$ cat config.mk
export PLATFORM = sky130hd
export DESIGN_NAME = dvft_cell
export DESIGN_NICKNAME = d
export VERILOG_FILES = /design/src/hdl/dvft_pkg.sv /design/src/hdl/dvft_cell.sv
export SDC_FILE = /design/constraint.sdc
export NUM_CORES = 1
export LEC_CHECK = 0
export BUFFER_PORTS_ARGS = -buffer_cell sky130_fd_sc_hd__clkbuf_2
export CAP_MARGIN = 20
export CORE_MARGIN = 4
export CORE_UTILIZATION = 50
export CTS_CLUSTER_DIAMETER = 200
export DETAILED_ROUTE_END_ITERATION = 12
export PLACE_DENSITY = 0.82
export SLEW_MARGIN = 20
export SYNTH_ARGS = -nofsm -noshare
export SYNTH_HDL_FRONTEND = slang
export SYNTH_SLANG_ARGS = --single-unit
export TNS_END_PERCENT = 30
$ cat constraint.sdc
create_clock -name clock -period 9.2 [get_ports clock]
set_clock_uncertainty 0.2 [all_clocks]
set_input_delay 0.46 -clock clock [delete_from_list [all_inputs] [get_ports clock]]
set_output_delay 0.46 -clock clock [all_outputs]
set_load 0.02 [all_outputs]
$ cat src/hdl/dvft_pkg.sv
// Shared types and helpers for the distinct value frequency table.
package dvft_pkg;

   localparam int VALUE_W = 32;
   localparam int TOTAL_W = 7;
   localparam int RSP_COUNT_W = 32;

   localparam logic OP_INSERT = 1'b0;
   localparam logic OP_DUMP   = 1'b1;

   // Sample word travelling down the cell chain
   typedef struct packed {
      logic               valid;
      logic               done;    // matched or stored by an earlier cell
      logic               placed;  // stored as a new entry
      logic [VALUE_W-1:0] value;
   } token_type;

   typedef enum logic [2:0] {
      ST_IDLE  = 3'b001,
      ST_DRAIN = 3'b010,
      ST_DUMP  = 3'b100
   } state_type;

   function automatic logic is_nan(input logic [VALUE_W-1:0] b);
      is_nan = (b[30:23] == 8'hFF) && (b[22:0] != 23'd0);
   endfunction

   // IEEE equality: NaN equals nothing, +0 equals -0
   function automatic logic ieee_equal(input logic [VALUE_W-1:0] a,
                                       input logic [VALUE_W-1:0] b);
      logic [VALUE_W-1:0] both;
      both = a | b;
      if (is_nan(a) || is_nan(b)) begin
         ieee_equal = 1'b0;
      end else if (both[30:0] == 31'd0) begin
         ieee_equal = 1'b1;
      end else begin
         ieee_equal = (a == b);
      end
   endfunction

endpackage

$ cat src/hdl/dvft_cell.sv
// One entry of the table: holds a value and its count, matches passing samples.
module dvft_cell #(
   parameter int COUNT_WIDTH = 32
) (
   input  logic                            clock,
   input  logic                            reset,
   input  dvft_pkg::token_type             tok_in,
   output dvft_pkg::token_type             tok_out,
   input  logic                            shift_en,
   input  logic                            shift_valid,
   input  logic [dvft_pkg::VALUE_W-1:0]    shift_value,
   input  logic [COUNT_WIDTH-1:0]          shift_count,
   output logic                            entry_valid,
   output logic [dvft_pkg::VALUE_W-1:0]    entry_value,
   output logic [COUNT_WIDTH-1:0]          entry_count
);
   import dvft_pkg::*;

   logic                   valid_ff, valid_in;
   logic [VALUE_W-1:0]     value_ff, value_in;
   logic [COUNT_WIDTH-1:0] count_ff, count_in;
   token_type              tok_ff, tok_in_next;
   logic                   live, hit, place;

   assign live  = tok_in.valid && !tok_in.done;
   assign hit   = live && valid_ff && ieee_equal(tok_in.value, value_ff);
   assign place = live && !valid_ff;

   always_comb begin
      valid_in = valid_ff;
      value_in = value_ff;
      count_in = count_ff;
      if (shift_en) begin
         valid_in = shift_valid;
         value_in = shift_value;
         count_in = shift_count;
      end else if (place) begin
         valid_in = 1'b1;
         value_in = tok_in.value;
         count_in = {{(COUNT_WIDTH-1){1'b0}}, 1'b1};
      end else if (hit && (count_ff != {COUNT_WIDTH{1'b1}})) begin
         count_in = count_ff + {{(COUNT_WIDTH-1){1'b0}}, 1'b1};
      end
   end

   always_comb begin
      tok_in_next        = tok_in;
      tok_in_next.done   = tok_in.done | hit | place;
      tok_in_next.placed = tok_in.placed | place;
   end

   always_ff @(posedge clock) begin
      if (reset) begin
         valid_ff     <= 1'b0;
         tok_ff.valid <= 1'b0;
      end else begin
         valid_ff     <= valid_in;
         tok_ff.valid <= tok_in_next.valid;
      end
      value_ff      <= value_in;
      count_ff      <= count_in;
      tok_ff.done   <= tok_in_next.done;
      tok_ff.placed <= tok_in_next.placed;
      tok_ff.value  <= tok_in_next.value;
   end

   assign tok_out     = tok_ff;
   assign entry_valid = valid_ff;
   assign entry_value = value_ff;
   assign entry_count = count_ff;

endmodule

* After elaboration in Yosys (flattened, before gate mapping)
Index checks and enable logic that the tools add are counted.
Operators by class: add/subtract/negate cells 1, eq/ne operators 4, mux-type cells 9, bitwise operators 4, reduce and logical (&&, ||, !) cells 15
Operator list (number):
- two-way mux 32 bit | 5
- nonzero test 23 bit | 2
- adder 32 x 1 -> 32 bit (second input constant) | 1
- equality test 32 bit | 1
- != test 32 bit (second input constant) | 1
- zero test 31 bit | 1
- OR 31 bit | 1
- equality test 8 bit (second input constant) | 2
- logical AND 1 bit | 7
- two-way mux 1 bit | 4
- OR 1 bit | 3
- nonzero test 3 bit | 1
- zero test 1 bit | 2
- nonzero test 2 bit | 1
- logical OR 1 bit | 1
Storage, ports and cells: register bits after elaboration 100, bits of input ports 103, logic and storage cells 40

* Depth between registers and ports, before layout
word-level depth 9, gate-level depth with buffers 7, gate-level depth less buffers 7

* Least setup slack after synthesis
No wires, ideal clock.
path type reg-to-reg, start point reg value_ff[7] (netlist: entry_value[7]), end point reg count_ff[0] (netlist: entry_count[0]), enable pin, setup time 0.466 ns, data arrival time 4.009 ns, required time 8.534 ns, setup slack 4.526 ns, cell stages (with the launch flop) 8, path buffers 0, cell sequence edfxtp_1 > inv_1 > ha_1 > nand4_1 > or4_1 > nor4_1 > o211ai_1 > o21ai_0
On the way: cells in the longest elaborated chain, start to end 7, elaborated cells on any way between the ends 11
Ends and longest elaborated chain:
- from (decl) | line dvft_cell.sv:20 | logic [VALUE_W-1:0] value_ff, value_in;
- from (signal assigned) | line dvft_cell.sv:60 | value_ff <= value_in;
- OR 31 bit / nonzero test 23 bit (equally long branches) | line dvft_pkg.sv:33, dvft_pkg.sv:26
- zero test 31 bit / logical AND 1 bit (equally long branches) | line dvft_pkg.sv:36, dvft_pkg.sv:26
- two-way mux 1 bit / logical OR 1 bit (equally long branches) | line dvft_pkg.sv:36, dvft_pkg.sv:34
- two-way mux 1 bit (*) | line dvft_pkg.sv:34 | if (is_nan(a) || is_nan(b)) begin
- logical AND 1 bit (*) | line dvft_cell.sv:26 | assign hit = live && valid_ff && ieee_equal(tok_in.value, value_ff);
- logical AND 1 bit (*) | line dvft_cell.sv:41 | end else if (hit && (count_ff != {COUNT_WIDTH{1'b1}})) begin
- nonzero test 3 bit (no line) (*)
- to (signal assigned) | line dvft_cell.sv:61 | count_ff <= count_in;
- to (decl) | line dvft_cell.sv:21 | logic [COUNT_WIDTH-1:0] count_ff, count_in;
Every way passes the cells marked *; elsewhere a longest branch is shown, timed or not. A chain may end at the register's enable or synchronous reset.

* Final worst setup path
start point in tok_in[29] in the netlist's numbering, end point reg count_ff[28] (netlist: entry_count[28]), enable pin
On the way: cells in the longest elaborated chain, start to end 7, elaborated cells on any way between the ends 11
Ends and longest elaborated chain:
- from (decl) | line dvft_cell.sv:7 | input dvft_pkg::token_type tok_in,
- OR 31 bit / equality test 8 bit (equally long branches) | line dvft_pkg.sv:33, dvft_pkg.sv:26
- zero test 31 bit / logical AND 1 bit (equally long branches) | line dvft_pkg.sv:36, dvft_pkg.sv:26
- two-way mux 1 bit / logical OR 1 bit (equally long branches) | line dvft_pkg.sv:36, dvft_pkg.sv:34
- two-way mux 1 bit (*) | line dvft_pkg.sv:34
- logical AND 1 bit (*) | line dvft_cell.sv:26
- logical AND 1 bit (*) | line dvft_cell.sv:41
- nonzero test 3 bit (no line) (*)
Marks and branches as above.

==> run_results.csv <==
group,metric,value,unit
detailed_routing,drt_drc_violations_left,0,
clock_network,clkSinkCount,100,
global_routing,grt_pass1_vias,4236,
synth,ys_dominant_reg_cell,"sky130_fd_sc_hd__edfxtp_1",
global_routing,globalRouteTotalUtil,0.2302,
pwr,total_leakage_power,2.941,nW
die,coreArea,9729,sq um
global_routing,grt_start_max_net_pins,99,
worst_setup_path,crit_family,"buffers and inverters",
synth,post_synth_inst_count,491,
place,gp_congestion,0.8834,
layout,drive_gt1_frac,0.3324,
synth,synth_cell_type_count,36,
detailed_routing,post_route_wl,13400,um
worst_setup_path,timing_worst_setup_path_type,"in2reg",
synth,yosysTopAreaCellShare,0.3867,
die,initial_utilization,0.5108,
detailed_routing,ant_nets,0,
place,dp.final_hpwl,10200,um
worst_setup_path,path_max_fanout,32,
synth,synthesis.nets,626,
worst_setup_path,cp_cell_sequence,"dlygate4sd3_1 > clkbuf_2 > inv_1 > ha_1 > nand4_1 > or4_1 > nor4_1 > o211ai_1 > o21ai_2 > buf_4",
timing,timing.setup.tns,0,ns
detailed_routing,drt-wirelength-per-cell,16.18,um
synth,proportion_of_synthesized_area_in_mux_cells,0.002266,
clock_network,worstSkewPairLatency,0.37,ns
die,die-height,107.7,um
timing,timing.final.max_slew_violations,0,
global_routing,busiest_layer,"met2",
timing,slew_headroom,0.3539,
synth,adder_cell_share_of_the_synthesized_area,0.08056,
global_routing,grtUsageMet2,0.3792,
place,place.port_buffers,202,
synth,synth-xor-area-share,0.05463,
layout,layout.nets,825,
worst_setup_path,arrival_time_reported_for_the_critical_path_endpoint,2.98,ns
synth,yosysSeqAreaShare,0.5317,
synth,fraction_of_the_mapped_netlist_area_in_simple_logic_gates,0.1908,
timing,worst_pin_slew,0.9680,ns
layout,n_antenna_cell,0,
timing,count_of_final_hold_check_violations,0,
run,drv_cap,0,
clock_network,cts_resized,0,
timing,setup-violations-final,0,
worst_setup_path,cp_num_buf_inv,4,
clock_network,cts.path.max_buffers,2,
global_routing,met1_layer_usage_reported_by_global_route,0.3031,
worst_setup_path,crit_path_end_kind,"flip-flop",
worst_setup_path,critPathSlowestCell,"sky130_fd_sc_hd__dlygate4sd3_1",
clock_network,cts.root.buffer_cell,"sky130_fd_sc_hd__clkbuf_8",
synth,synth_top_area_cell,"sky130_fd_sc_hd__edfxtp_1",
detailed_routing,detailroute.via_count,4379,
synth,netlist_top_cells_area,"sky130_fd_sc_hd__edfxtp_1 39%, sky130_fd_sc_hd__dfxtp_1 15%, sky130_fd_sc_hd__ha_1 8.1%, sky130_fd_sc_hd__nand2_1 5.7%, sky130_fd_sc_hd__inv_1 5.2%",
global_routing,grt_first_pass_wirelength,20910,um
run_status,run_status,"finished, final reports clean",
clock_network,clock_tree.htree_level_count,3,
clock_network,clk_transition_reported_paths,0.09,ns
detailed_routing,drt_first_pass_iters,5,
detailed_routing,drt-vias-per-instance,5.289,
synth,netlist_area,4970,sq um
synth,synth.cells.most_frequent,"75 x sky130_fd_sc_hd__nand2_1, 69 x sky130_fd_sc_hd__inv_1, 64 x sky130_fd_sc_hd__edfxtp_1",
worst_setup_path,max_stage_delay,0.53,ns
global_routing,globalRouteMet3Util,0.03479,
timing,rsz0062_at_grt,"no",
min_path,worstHoldPathType,"in2reg",
synth,yosys_warnings,0,
die,std_cell_rows,36,
worst_setup_path,startpoint_type,"input port",
place,dpl_worst_slack,6.010,ns
pwr,power_per_cell_area,161.1,nW/um^2
clock_network,cts_tree,"yes",
global_routing,grt.overflow.total,0,
synth,synth-compound-area-share,0.07175,
timing,post_layout_min_period,3.161,ns
timing,max_clock_freq,316.3,MHz
die,die-area,11600,sq um
die,ios,203,
pwr,vdd_ir_drop_max,0.08431,mV
synth,main_combinational_cell_family_by_area_after_synthesis,"simple AND/OR/NAND/NOR gates",
synth,synth-edff-count,64,
synth,asyncSetResetFlopFracSynth,0,
global_routing,number_of_antenna_violations_at_the_first_check_in_global_routing,0,
synth,synthMostInstantiatedCell,"sky130_fd_sc_hd__nand2_1",
die,die_width,107.7,um
worst_setup_path,worst_ep_required_time,9.02,ns
timing,final_critical_path_setup_slack,6.039,ns
synth,syn-mean-instance-area,10.12,sq um
synth,yosys_register_bits,100,
timing,fin_crit_sh,0.3436,
clock_network,cts-buffers-inserted,9,
detailed_routing,detailedRoute.firstIterationViolations,309,
layout,growth_of_design_area_from_synthesis_to_finish,26.16,%
[worst register-to-register path: stages (launching register included)]
cell,delay (ns)
sky130_fd_sc_hd__edfxtp_1,0.42
sky130_fd_sc_hd__inv_1,0.09
sky130_fd_sc_hd__ha_1,0.15
sky130_fd_sc_hd__nand4_1,0.12
sky130_fd_sc_hd__or4_1,0.56
sky130_fd_sc_hd__nor4_1,0.29
sky130_fd_sc_hd__o211ai_1,0.19
sky130_fd_sc_hd__o21ai_2,0.16
sky130_fd_sc_hd__buf_4,0.40
[stage by stage]
stage               power, mW  instances  utilization  hold slack, ns  instance area, sq um
floorplan              0.6720        491            -          0.2877                  4970
global placement       0.7527        811       0.6255          0.3944                  6086
detailed placement     0.7605        811       0.6255          0.3962                  6086
CTS                     1.016        828       0.6443       0.0005783                  6269
global route            1.060        828       0.6444        0.003778                  6270
finish                  1.010        828       0.6444         0.02211                  6270
[path summary, 6_finish.rpt]
| check | from | endpoint | slack, ns | cells after the start |
|---|---|---|---|---|
| worst max-delay path | tok_in[29] | entry_count[28]$_DFFE_PP_ | 6.04 | 10 |
| worst min-delay path | tok_in[24] | tok_out[24]$_DFF_P_ | 0.02 | 1 |
| worst max register to register | entry_value[11]$_DFFE_PP_ | entry_count[28]$_DFFE_PP_ | 6.27 | 8 |
| worst min register to register | entry_valid$_SDFFE_PP0P_ | tok_out[33]$_DFF_P_ | 0.47 | 3 |
[repair_timing]
item                                   in CTS  in global routing
endpoints found under the hold margin       1                  0
setup buffers                               0                  0
hold buffers                                1                  0
[power breakdown]
group	switching [mW]	leakage, nW	total (mW)	internal (mW)
Clock	0.146	0.0905	0.259	0.113
Sequential	0.0334	0.953	0.555	0.521
Combinational	0.124	1.90	0.196	0.0724
Total	0.304	2.94	1.01	0.707
[layout by cell type, fill, tap and decap left out, drive strengths merged]
master       count
nor4            30
a22o             1
inv             68
nor3            10
edfxtp          64
and4             6
a211oi           2
o211ai           1
xor2             7
xnor2           24
or4              1
dfxtp           36
buf              2
a21oi            2
o21ai           63
nand3           11
nand4           19
ha              32
or2              2
and3             4
dlygate4sd3      1
nor2b            4
nor2            10
clkinv           3
clkbuf         216
nand2           75
mux2             1
[layer usage]
layer  routed length, um  vias to the layer above
met5                   0                        -
met3                1025                       25
met1                5467                     2040
li1                    -                     2111
met2                6597                      203
met4                 306                        0
[state kept, by name, indices dropped and copies added (netlist names)]
register	count
entry_count	32
entry_valid	1
entry_value	32
tok_out	35
[layout make-up]
cell class,instances,area (sq um)
Multi-Input combinational cell,305,1992
Inverter,69,260.3
Fill cell,805,3460
Clock inverter,2,10.01
Clock buffer,14,162.7
Sequential cell,100,2643
Tap cell,133,166.4
Timing Repair Buffer,205,1036
[kinds of logic (layout without fill, tap and decap cells)]
family,Yosys count,count (layout)
multiplexers,1,1
buffers and inverters,86,290
flip-flops,100,100
AND/OR/NAND/NOR,172,172
AO/OA/AOI/OAI,69,69
XOR/XNOR,31,31
adder cells (fa/ha/maj),32,32
(Power assumes the default switching activity.)
